[src/hdl/stt_pkg.sv]
// Shared types, character constants and token kind codes for the source text tokenizer.
package stt_pkg;

  localparam int FIELD_BITS = 24;
  localparam int MAX_TOKENS = 3;

  typedef logic [4:0] kind_t;

  localparam kind_t KIND_INT     = 5'd0;
  localparam kind_t KIND_FLOAT   = 5'd1;
  localparam kind_t KIND_STRING  = 5'd2;
  localparam kind_t KIND_IDENT   = 5'd3;
  localparam kind_t KIND_VAR     = 5'd4;
  localparam kind_t KIND_PLUS    = 5'd7;
  localparam kind_t KIND_MINUS   = 5'd8;
  localparam kind_t KIND_STAR    = 5'd9;
  localparam kind_t KIND_SLASH   = 5'd10;
  localparam kind_t KIND_SLASH2  = 5'd11;
  localparam kind_t KIND_LPAREN  = 5'd12;
  localparam kind_t KIND_RPAREN  = 5'd13;
  localparam kind_t KIND_LBRACE  = 5'd14;
  localparam kind_t KIND_RBRACE  = 5'd15;
  localparam kind_t KIND_SEMI    = 5'd16;
  localparam kind_t KIND_ASSIGN  = 5'd17;
  localparam kind_t KIND_COMMA   = 5'd18;
  localparam kind_t KIND_UNKNOWN = 5'd19;
  localparam kind_t KIND_EOF     = 5'd20;

  localparam logic [7:0] CH_LF         = 8'h0A;
  localparam logic [7:0] CH_SPACE      = 8'h20;
  localparam logic [7:0] CH_QUOTE      = 8'h22;
  localparam logic [7:0] CH_DOT        = 8'h2E;
  localparam logic [7:0] CH_SLASH      = 8'h2F;
  localparam logic [7:0] CH_UNDERSCORE = 8'h5F;

  localparam logic [1:0] KW_VAR = 2'd0;
  localparam logic [1:0] KW_FUN = 2'd1;
  localparam logic [1:0] KW_RET = 2'd2;

  typedef struct packed {
    kind_t                  kind;
    logic [FIELD_BITS-1:0]  start;
    logic [FIELD_BITS-1:0]  length;
    logic [FIELD_BITS-1:0]  line;
  } token_t;

  typedef struct packed {
    token_t [MAX_TOKENS-1:0] tok;
    logic [1:0]              count;
  } token_batch_t;

  typedef struct packed {
    token_t tok;
    logic   last;
  } queue_entry_t;

  function automatic logic is_digit(logic [7:0] b);
    return (b >= 8'h30) && (b <= 8'h39);
  endfunction

  function automatic logic is_alpha(logic [7:0] b);
    return ((b >= 8'h61) && (b <= 8'h7A)) || ((b >= 8'h41) && (b <= 8'h5A));
  endfunction

  function automatic logic is_space(logic [7:0] b);
    return (b == CH_SPACE) || ((b >= 8'h09) && (b <= 8'h0D));
  endfunction

  function automatic kind_t op_kind(logic [7:0] b);
    kind_t k;
    case (b)
      8'h2B:   k = KIND_PLUS;
      8'h2D:   k = KIND_MINUS;
      8'h2A:   k = KIND_STAR;
      8'h28:   k = KIND_LPAREN;
      8'h29:   k = KIND_RPAREN;
      8'h7B:   k = KIND_LBRACE;
      8'h7D:   k = KIND_RBRACE;
      8'h3B:   k = KIND_SEMI;
      8'h3D:   k = KIND_ASSIGN;
      8'h2C:   k = KIND_COMMA;
      default: k = KIND_UNKNOWN;
    endcase
    return k;
  endfunction

  function automatic logic [2:0] kw_len(logic [1:0] kw);
    logic [2:0] n;
    case (kw)
      KW_VAR:  n = 3'd3;
      KW_FUN:  n = 3'd3;
      KW_RET:  n = 3'd6;
      default: n = 3'd0;
    endcase
    return n;
  endfunction

  function automatic logic [7:0] kw_char(logic [1:0] kw, logic [2:0] idx);
    logic [7:0] c;
    c = 8'h00;
    case (kw)
      KW_VAR: begin
        case (idx)
          3'd0:    c = 8'h76;
          3'd1:    c = 8'h61;
          3'd2:    c = 8'h72;
          default: c = 8'h00;
        endcase
      end
      KW_FUN: begin
        case (idx)
          3'd0:    c = 8'h66;
          3'd1:    c = 8'h75;
          3'd2:    c = 8'h6E;
          default: c = 8'h00;
        endcase
      end
      KW_RET: begin
        case (idx)
          3'd0:    c = 8'h72;
          3'd1:    c = 8'h65;
          3'd2:    c = 8'h74;
          3'd3:    c = 8'h75;
          3'd4:    c = 8'h72;
          3'd5:    c = 8'h6E;
          default: c = 8'h00;
        endcase
      end
      default: c = 8'h00;
    endcase
    return c;
  endfunction

endpackage

[src/hdl/stt_if.sv]
// Valid/ready channel interfaces for source bytes in and tokens out.
interface stt_in_if;
  logic       valid;
  logic       ready;
  logic [7:0] source_byte;
  logic       end_of_source;

  modport source (output valid, output source_byte, output end_of_source, input ready);
  modport sink (input valid, input source_byte, input end_of_source, output ready);
endinterface

interface stt_out_if;
  logic        valid;
  logic        ready;
  logic [4:0]  token_kind;
  logic [23:0] token_start;
  logic [23:0] token_length;
  logic [23:0] token_line;
  logic        last_of_run;

  modport source (
    output valid, output token_kind, output token_start, output token_length,
    output token_line, output last_of_run, input ready
  );
  modport sink (
    input valid, input token_kind, input token_start, input token_length,
    input token_line, input last_of_run, output ready
  );
endinterface

[src/hdl/stt_scanner.sv]
// Lexer state registers and the single-pass logic that turns one request into up to three tokens.
module stt_scanner #(
  parameter int OFFSET_BITS = 24
) (
  input  logic                 clk,
  input  logic                 rst_n,
  input  logic                 accept,
  input  logic [7:0]           source_byte,
  input  logic                 end_of_source,
  output stt_pkg::token_batch_t batch
);
  import stt_pkg::*;

  typedef logic [OFFSET_BITS-1:0] off_t;
  typedef enum logic [2:0] {
    M_IDLE, M_INT, M_INTDOT, M_FLOAT, M_STRING, M_IDENT, M_SLASH
  } mode_t;

  localparam off_t OFF_MAX = '1;

  mode_t                 mode_r, mode_nxt;
  off_t                  origin_r, origin_nxt;
  off_t                  pos_r, pos_nxt;
  off_t                  len_r, len_nxt;
  logic [FIELD_BITS-1:0] line_r, line_nxt;
  logic [2:0]            kc_r, kc_nxt;

  mode_t                 fr_mode;
  off_t                  fr_origin, fr_len, fr_pos, fb_pos;
  logic [FIELD_BITS-1:0] fr_line, line_inc;
  logic [2:0]            fr_kc, kc_first, kc_step;
  logic                  fr_emit;
  logic                  is_idch;
  kind_t                 ident_kind;

  function automatic off_t sat_add(off_t v, logic [1:0] add);
    logic [OFFSET_BITS:0] s;
    s = {1'b0, v} + {{(OFFSET_BITS-1){1'b0}}, add};
    return s[OFFSET_BITS] ? OFF_MAX : s[OFFSET_BITS-1:0];
  endfunction

  function automatic logic [FIELD_BITS-1:0] to_field(off_t v);
    logic [OFFSET_BITS+FIELD_BITS-1:0] w;
    w = {{FIELD_BITS{1'b0}}, v};
    return w[FIELD_BITS-1:0];
  endfunction

  function automatic token_t make_tok(kind_t k, off_t s, off_t l, logic [FIELD_BITS-1:0] ln);
    token_t t;
    t.kind   = k;
    t.start  = to_field(s);
    t.length = to_field(l);
    t.line   = ln;
    return t;
  endfunction

  assign line_inc = (line_r != '1) ? line_r + 1'b1 : line_r;
  assign is_idch  = is_alpha(source_byte) || is_digit(source_byte) ||
                    (source_byte == CH_UNDERSCORE);
  assign fb_pos   = (mode_r == M_INTDOT) ? sat_add(pos_r, 2'd1) : pos_r;

  always_comb begin
    for (int k = 0; k < 3; k++) begin
      kc_first[k] = (source_byte == kw_char(2'(k), 3'd0));
      kc_step[k]  = kc_r[k] && (len_r < OFFSET_BITS'(kw_len(2'(k)))) &&
                    (source_byte == kw_char(2'(k), len_r[2:0]));
    end
  end

  always_comb begin
    ident_kind = KIND_IDENT;
    for (int k = 0; k < 3; k++) begin
      if (kc_r[k] && (len_r == OFFSET_BITS'(kw_len(2'(k))))) begin
        ident_kind = KIND_VAR + 5'(k);
      end
    end
  end

  // Scan of a byte that starts a new lexeme, at position fb_pos.
  always_comb begin
    fr_mode   = M_IDLE;
    fr_origin = origin_r;
    fr_len    = len_r;
    fr_kc     = kc_r;
    fr_pos    = sat_add(fb_pos, 2'd1);
    fr_line   = line_r;
    fr_emit   = 1'b0;
    if (is_space(source_byte)) begin
      if (source_byte == CH_LF) begin
        fr_line = line_inc;
      end
    end else if (is_digit(source_byte)) begin
      fr_origin = fb_pos;
      fr_len    = OFFSET_BITS'(1);
      fr_mode   = M_INT;
    end else if (source_byte == CH_QUOTE) begin
      fr_origin = sat_add(fb_pos, 2'd1);
      fr_len    = '0;
      fr_mode   = M_STRING;
    end else if (is_alpha(source_byte) || (source_byte == CH_UNDERSCORE)) begin
      fr_origin = fb_pos;
      fr_len    = OFFSET_BITS'(1);
      fr_kc     = kc_first;
      fr_mode   = M_IDENT;
    end else if (source_byte == CH_SLASH) begin
      fr_origin = fb_pos;
      fr_mode   = M_SLASH;
    end else begin
      fr_emit = 1'b1;
    end
  end

  always_comb begin
    logic [1:0] n;
    logic       use_fresh;
    off_t       eof_pos;
    n          = 2'd0;
    use_fresh  = 1'b0;
    eof_pos    = pos_r;
    batch      = '0;
    mode_nxt   = mode_r;
    origin_nxt = origin_r;
    pos_nxt    = pos_r;
    len_nxt    = len_r;
    line_nxt   = line_r;
    kc_nxt     = kc_r;
    if (accept) begin
      if (end_of_source) begin
        unique case (mode_r)
          M_INT: begin
            batch.tok[n] = make_tok(KIND_INT, origin_r, len_r, line_r);
            n = n + 2'd1;
          end
          M_INTDOT: begin
            batch.tok[n] = make_tok(KIND_INT, origin_r, len_r, line_r);
            n = n + 2'd1;
            batch.tok[n] = make_tok(KIND_UNKNOWN, pos_r, OFFSET_BITS'(1), line_r);
            n = n + 2'd1;
            eof_pos = sat_add(pos_r, 2'd1);
          end
          M_FLOAT: begin
            batch.tok[n] = make_tok(KIND_FLOAT, origin_r, len_r, line_r);
            n = n + 2'd1;
          end
          M_STRING: begin
            batch.tok[n] = make_tok(KIND_STRING, origin_r, len_r, line_r);
            n = n + 2'd1;
          end
          M_IDENT: begin
            batch.tok[n] = make_tok(ident_kind, origin_r, len_r, line_r);
            n = n + 2'd1;
          end
          M_SLASH: begin
            batch.tok[n] = make_tok(KIND_SLASH, origin_r, OFFSET_BITS'(1), line_r);
            n = n + 2'd1;
          end
          default: ;
        endcase
        batch.tok[n] = make_tok(KIND_EOF, eof_pos, '0, line_r);
        n = n + 2'd1;
        mode_nxt   = M_IDLE;
        origin_nxt = '0;
        pos_nxt    = '0;
        len_nxt    = '0;
        line_nxt   = FIELD_BITS'(1);
        kc_nxt     = 3'b111;
      end else begin
        unique case (mode_r)
          M_INT: begin
            if (is_digit(source_byte)) begin
              len_nxt = sat_add(len_r, 2'd1);
              pos_nxt = sat_add(pos_r, 2'd1);
            end else if (source_byte == CH_DOT) begin
              mode_nxt = M_INTDOT;
            end else begin
              batch.tok[n] = make_tok(KIND_INT, origin_r, len_r, line_r);
              n = n + 2'd1;
              use_fresh = 1'b1;
            end
          end
          M_INTDOT: begin
            if (is_digit(source_byte)) begin
              len_nxt  = sat_add(len_r, 2'd2);
              pos_nxt  = sat_add(pos_r, 2'd2);
              mode_nxt = M_FLOAT;
            end else begin
              batch.tok[n] = make_tok(KIND_INT, origin_r, len_r, line_r);
              n = n + 2'd1;
              batch.tok[n] = make_tok(KIND_UNKNOWN, pos_r, OFFSET_BITS'(1), line_r);
              n = n + 2'd1;
              use_fresh = 1'b1;
            end
          end
          M_FLOAT: begin
            if (is_digit(source_byte)) begin
              len_nxt = sat_add(len_r, 2'd1);
              pos_nxt = sat_add(pos_r, 2'd1);
            end else begin
              batch.tok[n] = make_tok(KIND_FLOAT, origin_r, len_r, line_r);
              n = n + 2'd1;
              use_fresh = 1'b1;
            end
          end
          M_STRING: begin
            pos_nxt = sat_add(pos_r, 2'd1);
            if (source_byte == CH_QUOTE) begin
              batch.tok[n] = make_tok(KIND_STRING, origin_r, len_r, line_r);
              n = n + 2'd1;
              mode_nxt = M_IDLE;
            end else begin
              if (source_byte == CH_LF) begin
                line_nxt = line_inc;
              end
              len_nxt = sat_add(len_r, 2'd1);
            end
          end
          M_IDENT: begin
            if (is_idch) begin
              kc_nxt  = kc_step;
              len_nxt = sat_add(len_r, 2'd1);
              pos_nxt = sat_add(pos_r, 2'd1);
            end else begin
              batch.tok[n] = make_tok(ident_kind, origin_r, len_r, line_r);
              n = n + 2'd1;
              use_fresh = 1'b1;
            end
          end
          M_SLASH: begin
            if (source_byte == CH_SLASH) begin
              batch.tok[n] = make_tok(KIND_SLASH2, origin_r, OFFSET_BITS'(2), line_r);
              n = n + 2'd1;
              pos_nxt  = sat_add(pos_r, 2'd1);
              mode_nxt = M_IDLE;
            end else begin
              batch.tok[n] = make_tok(KIND_SLASH, origin_r, OFFSET_BITS'(1), line_r);
              n = n + 2'd1;
              use_fresh = 1'b1;
            end
          end
          default: begin
            use_fresh = 1'b1;
          end
        endcase
        if (use_fresh) begin
          mode_nxt   = fr_mode;
          origin_nxt = fr_origin;
          len_nxt    = fr_len;
          kc_nxt     = fr_kc;
          pos_nxt    = fr_pos;
          line_nxt   = fr_line;
          if (fr_emit) begin
            batch.tok[n] = make_tok(op_kind(source_byte), fb_pos, OFFSET_BITS'(1), line_r);
            n = n + 2'd1;
          end
        end
      end
    end
    batch.count = n;
  end

  always_ff @(posedge clk) begin
    if (!rst_n) begin
      mode_r   <= M_IDLE;
      origin_r <= '0;
      pos_r    <= '0;
      len_r    <= '0;
      line_r   <= FIELD_BITS'(1);
      kc_r     <= 3'b111;
    end else begin
      mode_r   <= mode_nxt;
      origin_r <= origin_nxt;
      pos_r    <= pos_nxt;
      len_r    <= len_nxt;
      line_r   <= line_nxt;
      kc_r     <= kc_nxt;
    end
  end

endmodule

[src/hdl/stt_token_queue.sv]
// Three-entry result queue that holds the tokens of one request and hands them out in order.
module stt_token_queue (
  input  logic                  clk,
  input  logic                  rst_n,
  input  logic                  load,
  input  stt_pkg::token_batch_t batch,
  input  logic                  out_ready,
  output logic                  can_load,
  output logic                  out_valid,
  output stt_pkg::queue_entry_t head
);
  import stt_pkg::*;

  queue_entry_t [MAX_TOKENS-1:0] ent_r, ent_nxt;
  logic [1:0]                    cnt_r, cnt_nxt;
  logic                          pop;

  assign out_valid = (cnt_r != 2'd0);
  assign pop       = out_valid && out_ready;
  assign can_load  = (cnt_r == 2'd0) || ((cnt_r == 2'd1) && out_ready);
  assign head      = ent_r[0];

  always_comb begin
    ent_nxt = ent_r;
    cnt_nxt = cnt_r;
    if (load) begin
      cnt_nxt = batch.count;
      for (int i = 0; i < MAX_TOKENS; i++) begin
        ent_nxt[i].tok  = batch.tok[i];
        ent_nxt[i].last = (2'(i) == batch.count - 2'd1);
      end
    end else if (pop) begin
      cnt_nxt = cnt_r - 2'd1;
      for (int i = 0; i < MAX_TOKENS - 1; i++) begin
        ent_nxt[i] = ent_r[i+1];
      end
    end
  end

  always_ff @(posedge clk) begin
    if (!rst_n) begin
      cnt_r <= 2'd0;
    end else begin
      cnt_r <= cnt_nxt;
    end
  end

  always_ff @(posedge clk) begin
    ent_r <= ent_nxt;
  end

  a_cnt_range: assert property (@(posedge clk) disable iff (!rst_n)
    cnt_r != 2'd3 || !load)
    else $error("queue loaded while holding three tokens");

  a_load_ok: assert property (@(posedge clk) disable iff (!rst_n)
    load |-> (cnt_r == 2'd0) || ((cnt_r == 2'd1) && pop))
    else $error("queue loaded over undelivered tokens");

  a_pop_dec: assert property (@(posedge clk) disable iff (!rst_n)
    (pop && !load) |=> cnt_r == $past(cnt_r) - 2'd1)
    else $error("queue count did not drop after a pop");

  a_last_flag: assert property (@(posedge clk) disable iff (!rst_n)
    (cnt_r == 2'd1) |-> ent_r[0].last)
    else $error("final queued token lacks its last flag");

endmodule

[src/hdl/source_text_tokenizer_unit.sv]
// Top level of the streaming source text tokenizer.
//
//   channel  direction  payload
//   in_ch    sink       source_byte[7:0], end_of_source
//   out_ch   source     token_kind[4:0], token_start, token_length, token_line, last_of_run
//
// A request is scanned in the cycle it is accepted and its tokens land in a three-entry queue.
// A request that yields zero or one token is accepted every cycle while out_ch drains.
// A request that yields more than one token holds in_ch until only its last token remains and out_ch is ready.
// Reset is synchronous and active low; an end-of-source request also returns the scanner
// to its reset state.
module source_text_tokenizer_unit #(
  parameter int OFFSET_BITS = 24
) (
  input  logic   clk,
  input  logic   rst_n,
  stt_in_if.sink   in_ch,
  stt_out_if.source out_ch
);
  import stt_pkg::*;

  token_batch_t batch;
  queue_entry_t head;
  logic         can_load;
  logic         accept;

  assign in_ch.ready = can_load;
  assign accept      = in_ch.valid && can_load;

  stt_scanner #(
    .OFFSET_BITS (OFFSET_BITS)
  ) u_scanner (
    .clk           (clk),
    .rst_n         (rst_n),
    .accept        (accept),
    .source_byte   (in_ch.source_byte),
    .end_of_source (in_ch.end_of_source),
    .batch         (batch)
  );

  stt_token_queue u_queue (
    .clk       (clk),
    .rst_n     (rst_n),
    .load      (accept),
    .batch     (batch),
    .out_ready (out_ch.ready),
    .can_load  (can_load),
    .out_valid (out_ch.valid),
    .head      (head)
  );

  assign out_ch.token_kind   = head.tok.kind;
  assign out_ch.token_start  = head.tok.start;
  assign out_ch.token_length = head.tok.length;
  assign out_ch.token_line   = head.tok.line;
  assign out_ch.last_of_run  = head.last;

endmodule
[src/flat_wrapper.sv]
// flat-port wrapper written by rule: the top's interface ports become plain ports
module source_text_tokenizer_unit_flat import stt_pkg::*;
#(
  parameter int OFFSET_BITS = 24
)
  (clk, rst_n, in_ch_valid, in_ch_source_byte, in_ch_end_of_source, in_ch_ready, out_ch_valid, out_ch_token_kind, out_ch_token_start, out_ch_token_length, out_ch_token_line, out_ch_last_of_run, out_ch_ready);
  stt_in_if in_ch_i ();
  stt_out_if out_ch_i ();
  input  logic clk;
  input  logic rst_n;
  input wire logic [$bits(in_ch_i.valid)-1:0] in_ch_valid;
  input wire logic [$bits(in_ch_i.source_byte)-1:0] in_ch_source_byte;
  input wire logic [$bits(in_ch_i.end_of_source)-1:0] in_ch_end_of_source;
  output wire logic [$bits(in_ch_i.ready)-1:0] in_ch_ready;
  output wire logic [$bits(out_ch_i.valid)-1:0] out_ch_valid;
  output wire logic [$bits(out_ch_i.token_kind)-1:0] out_ch_token_kind;
  output wire logic [$bits(out_ch_i.token_start)-1:0] out_ch_token_start;
  output wire logic [$bits(out_ch_i.token_length)-1:0] out_ch_token_length;
  output wire logic [$bits(out_ch_i.token_line)-1:0] out_ch_token_line;
  output wire logic [$bits(out_ch_i.last_of_run)-1:0] out_ch_last_of_run;
  input wire logic [$bits(out_ch_i.ready)-1:0] out_ch_ready;
  assign in_ch_i.valid = in_ch_valid;
  assign in_ch_i.source_byte = in_ch_source_byte;
  assign in_ch_i.end_of_source = in_ch_end_of_source;
  assign in_ch_ready = in_ch_i.ready;
  assign out_ch_valid = out_ch_i.valid;
  assign out_ch_token_kind = out_ch_i.token_kind;
  assign out_ch_token_start = out_ch_i.token_start;
  assign out_ch_token_length = out_ch_i.token_length;
  assign out_ch_token_line = out_ch_i.token_line;
  assign out_ch_last_of_run = out_ch_i.last_of_run;
  assign out_ch_i.ready = out_ch_ready;
  source_text_tokenizer_unit #(.OFFSET_BITS(OFFSET_BITS)) u_core (.clk(clk), .rst_n(rst_n), .in_ch(in_ch_i), .out_ch(out_ch_i));
endmodule
[config.mk]
export PLATFORM = sky130hd
export DESIGN_NAME = source_text_tokenizer_unit_flat
export DESIGN_NICKNAME = d
export VERILOG_FILES = /design/src/hdl/stt_pkg.sv /design/src/hdl/stt_if.sv /design/src/hdl/stt_scanner.sv /design/src/hdl/stt_token_queue.sv /design/src/hdl/source_text_tokenizer_unit.sv /design/src/flat_wrapper.sv
export SDC_FILE = /design/constraint.sdc
export NUM_CORES = 1
export LEC_CHECK = 0
export ABC_AREA = 1
export BUFFER_PORTS_ARGS = -buffer_cell sky130_fd_sc_hd__buf_2
export CAP_MARGIN = 20
export CORE_ASPECT_RATIO = 0.7
export CORE_MARGIN = 3
export CORE_UTILIZATION = 35
export CTS_CLUSTER_SIZE = 40
export DETAILED_ROUTE_END_ITERATION = 8
export PLACE_DENSITY = 0.48
export SYNTH_ARGS = -nofsm -noshare
export SYNTH_HDL_FRONTEND = slang
export SYNTH_SLANG_ARGS = --single-unit
[constraint.sdc]
create_clock -name clk -period 14.45 [get_ports clk]
set_input_delay 2.89 -clock clk [delete_from_list [all_inputs] [get_ports clk]]
set_output_delay 2.89 -clock clk [all_outputs]
set_load 0.005 [all_outputs]
==> results.md <==
* Result of the run: finished clean
* CTS buffer count at 36
* Max Slew Vio Count at 0
* Buffer type at the clock tree root: clkbuf_16
* H-tree depth at 2
* Final setup violating endpoints at 0
* Mean cell area of the mapped netlist at around 7.3 µm²
* Endpoint type of the worst setup path: flip-flop
* Y dimension of the die at between 200 and 250 µm
* Global-route wire length before repair at approximately 100000 µm
* Number of stages on the worst hold path at 2
* Unrepaired setup endpoints after global routing: false
* Crit path top cell by count: nand2_1
* Max capacitance violation total at 0
* First DRT Iteration DRCs at 2000
* Clock latency at the later pin of the worst-skew pair at around 0.55 ns
* Number of flops mapped to enable cells by yosys at about 190
* Crit Reg-Reg Startpoint: u_core.u_scanner.pos_r[0]
* Net count of the mapped netlist at roughly 2.7k
* Area of the die at about 59000 µm²
* Layout cells sized above 1 at between 10 and 15%
* DRC violations left at 0
* Slack of the worst reg-to-reg path at 9.35 ns
* Congestion Overflow GR at 0
* Number of hold violations in the final report at 0
* Clock tree from TritonCTS: done
* Slowest library cell on the worst path: inv_1
* #FFs+latches synth at a little under 300
* Hold Path Class: flip-flop to flip-flop
* Cell types occupying the most area after synthesis: edfxtp_1, nand2_1, dfxtp_1
* Final critical-path required period at approximately 6.6 ns
* Worst slew margin relative to its limit at 29.0%
* FF-to-FF path depth at 18
* Die boundary width at 288 µm
* Post-placement worst setup slack at between 7 and 8 ns
* Cts hold-fix bufs at 0
* Leading area contributor after synthesis: edfxtp_1
* Achievable Freq at 151 MHz
* Utilization after layout at 38.4%
* Hold WS at a little under 0.5 ns
* Maximum buffer depth of the clock tree at 3
* Via count of the first global-routing pass at 16.6k
* Critical hold path startpoint: u_core.u_scanner.origin_r[18]
* Ys async rst share at 0%
* Share of the cycle needed by the critical path after routing at between 40% and 50%
* Distinct cells, synth at 66
* Tot GR Track Use at 22.6%
* Starting utilization of the core area at a little over a third
* Initial antenna violation count at 1
* Avg Vias per Cell at approximately 5.4
* 1st-pass router iterations at 5
* Worst endpoint required time at 14.74 ns
* Antenna cells at 0
* Setup bufs post-CTS at 0
* Gate count after technology mapping at about 2.7k
* Layout Area Growth over Synthesis at 7.14%
* Endpoint, Worst Hold: u_core.u_scanner.origin_r[18]
* Rows at 71
* Number of top-level pins at 93
* Gp weighted congestion at a little over 0.9
* Max IR drop VDD at between 0.08 and 0.09 mV
* CP Data Arrival Time at 6.93 ns
* Total via count in the routed design at about 18k
* Floorplan Core Area at between 50000 and 60000 µm²
* Static leakage at about 8.1 nW
* Setup WS post-layout at approximately 7.8 ns
* Port Buf Inserts at 92
* Type of the setup path with the least slack: input port to flip-flop
* Post-cts sizing count at 0
* CP startpoint kind: input port
* Post-synth top flop: edfxtp_1
* Top-area cell type share of the netlist area at roughly 29%
* Slowest cell delay on critical path at just over 0.7 ns
* Clock-pin slew on the worst setup and hold paths at around 0.060 ns
* Largest net degree at the start of global routing at between 90 and 100
* Clock skew after layout at ~0.016 ns
* Yosys synthesis warning count at 0
* Routed WL per cell at between 20 and 25 µm
* Final antenna-violating net count at 0
* Net total in the final layout at approximately 2.6k
* Wirelength, routed at roughly 67000 µm
* Top fanout value on the critical path at 29
* Critical path cell sequence: buf_2 > inv_1 > nor2_2 > nand2_1 > nor2_4 > inv_2 > nor2_2 > nor3_1 > nand3_1 > inv_1 > ha_1 > nand2_1 > nand2_1 > inv_1 > nor2_1 > o21ai_0 > nand2_1
* Mapped cell area at around 20000 µm²
* Sinks on the clock net at between 200 and 300
* Sequential share of the synthesized area at around two fifths
* TNS Setup at 0 ns
* Pwr dens at ~220 nW/µm²
* Worst-Margin Slew at about 1.1 ns
* Detailed placer's ending HPWL at ~48000 µm
* Critical R2R Capture: u_core.u_scanner.pos_r[16]
-- worst max-delay path by stage --
stage                                    endpoint                 start  slack, ns  depth (start not counted)
after global routing      u_core.u_queue.head[65]  in_ch_source_byte[1]       7.50                         17
final                     u_core.u_queue.head[75]  in_ch_source_byte[1]       7.81                         17
after floorplan           u_core.u_queue.cnt_r[0]          out_ch_ready       1.03                          5
after detailed placement  u_core.u_queue.head[75]  in_ch_source_byte[1]       7.37                         17
after CTS                 u_core.u_queue.head[75]  in_ch_source_byte[1]       7.95                         17
after global placement    u_core.u_queue.head[75]  in_ch_source_byte[1]       7.54                         17
-- where the power goes --
part / switching [W] / internal (W) / leakage, nW
combinational: 0.00156 / 0.000571 / 4.85
sequential: 0.000168 / 0.00129 / 2.71
clock: 0.000386 / 0.000510 / 0.563
-- metrics by stage --
step	power (W)	std cells	instance area [µm²]
2_1_floorplan	0.00304	2650	19500
3_3_place_gp	0.00356	3270	19700
3_5_place_dp	0.00357	3270	19700
4_1_cts	0.00449	3335	20800
5_1_grt	0.00479	3337	20900
6_report	0.00449	3337	20900
-- registers in the layout, summed over array words and instances (netlist names) --
name and count:
u_core.u_queue.ent_r 110, u_core.u_queue.head 78, u_core.u_scanner.len_r 24, u_core.u_scanner.line_r 24, u_core.u_scanner.origin_r 24, u_core.u_scanner.pos_r 24
u_core.u_scanner.kc_r 3, u_core.u_scanner.mode_r 3, u_core.u_queue.cnt_r 2
-- synthesized netlist by cell type, drive strengths merged, types with 2 or more instances --
| library cell | instances |
|---|---|
| dlygate4sd1 | 2 |
| inv | 219 |
| ha | 18 |
| nand2 | 683 |
| nand3b | 3 |
| o311ai | 2 |
| o31ai | 5 |
| a31oi | 43 |
| o21a | 4 |
| or2 | 8 |
| edfxtp | 188 |
| a22o | 2 |
| nor2 | 300 |
| nor3 | 65 |
| nand4 | 55 |
| dfxtp | 104 |
| o211ai | 23 |
| o22ai | 17 |
| xor2 | 54 |
| a21boi | 2 |
| buf | 150 |
| xnor2 | 3 |
| a21oi | 214 |
| a211oi | 7 |
| nand3 | 239 |
| clkinv | 4 |
| o21ai | 146 |
| nor4 | 8 |
| clkbuf | 69 |
-- cells by family (layout without fill, tap and decap cells) --
family / Yosys count / after routing / synth area share (%)
simple gates: 1364 / 1364 / 31.8
compound gates: 474 / 474 / 13.5
buf+inv: 445 / 402 / 11.3
flops: 292 / 292 / 39.7
xor+xnor: 57 / 57 / 2.56
fa+ha+maj: 18 / 18 / 1.16
-- layer usage --
| layer | global-route usage (%) | wire (µm) | up-vias |
|---|---|---|---|
| met5 | 0 | 7 | - |
| met4 | 5.35 | 1280 | 2 |
| met3 | 3.25 | 4910 | 80 |
| met2 | 32.2 | 27800 | 679 |
| met1 | 35.5 | 33500 | 8615 |
| li1 | - | - | 8707 |
-- area by class of cell --
| cell class | instances | area [µm²] |
|---|---|---|
| fillers | 5785 | 33500 |
| multi-input cells | 1913 | 9570 |
| flip-flops and latches | 292 | 7730 |
| clock buffers | 50 | 1000 |
| well taps | 730 | 913 |
| inverters | 223 | 845 |
| repair buffers | 114 | 666 |
| clock inverters | 15 | 131 |
-- cell usage in the layout (no fill, tap or decap), types with 3 or more instances in the layout --
master	n
clkbuf_1	10
o211ai_1	22
clkinv_4	3
nor3_1	64
clkinv_1	4
inv_1	207
a21oi_2	5
nand2_2	28
o21ai_0	138
a211oi_1	7
nor4_1	8
nand2_4	13
clkinv_2	7
nor2_2	23
edfxtp_1	188
buf_2	92
dfxtp_1	104
xnor2_1	3
nor2_1	262
nand3_1	232
a31oi_1	43
or2_2	8
o22ai_1	17
xor2_1	54
o21ai_1	6
a21oi_1	208
nand4_1	53
clkbuf_8	3
nand3_2	5
o21a_1	4
nor2_4	9
o31ai_1	5
inv_2	11
nand2_1	642
ha_1	18
nor2_8	6
clkbuf_16	37
buf_4	20
-- worst max-delay path: cells and delay by family --
kind | cells | cell delay (ns)
and+or+nand+nor | 10 | 2.08
buffers and inverters | 5 | 1.53
adders and majority gates | 1 | 0.22
AOI/OAI and AO/OA | 1 | 0.19
Note: power is estimated with default switching activity, not from simulation.
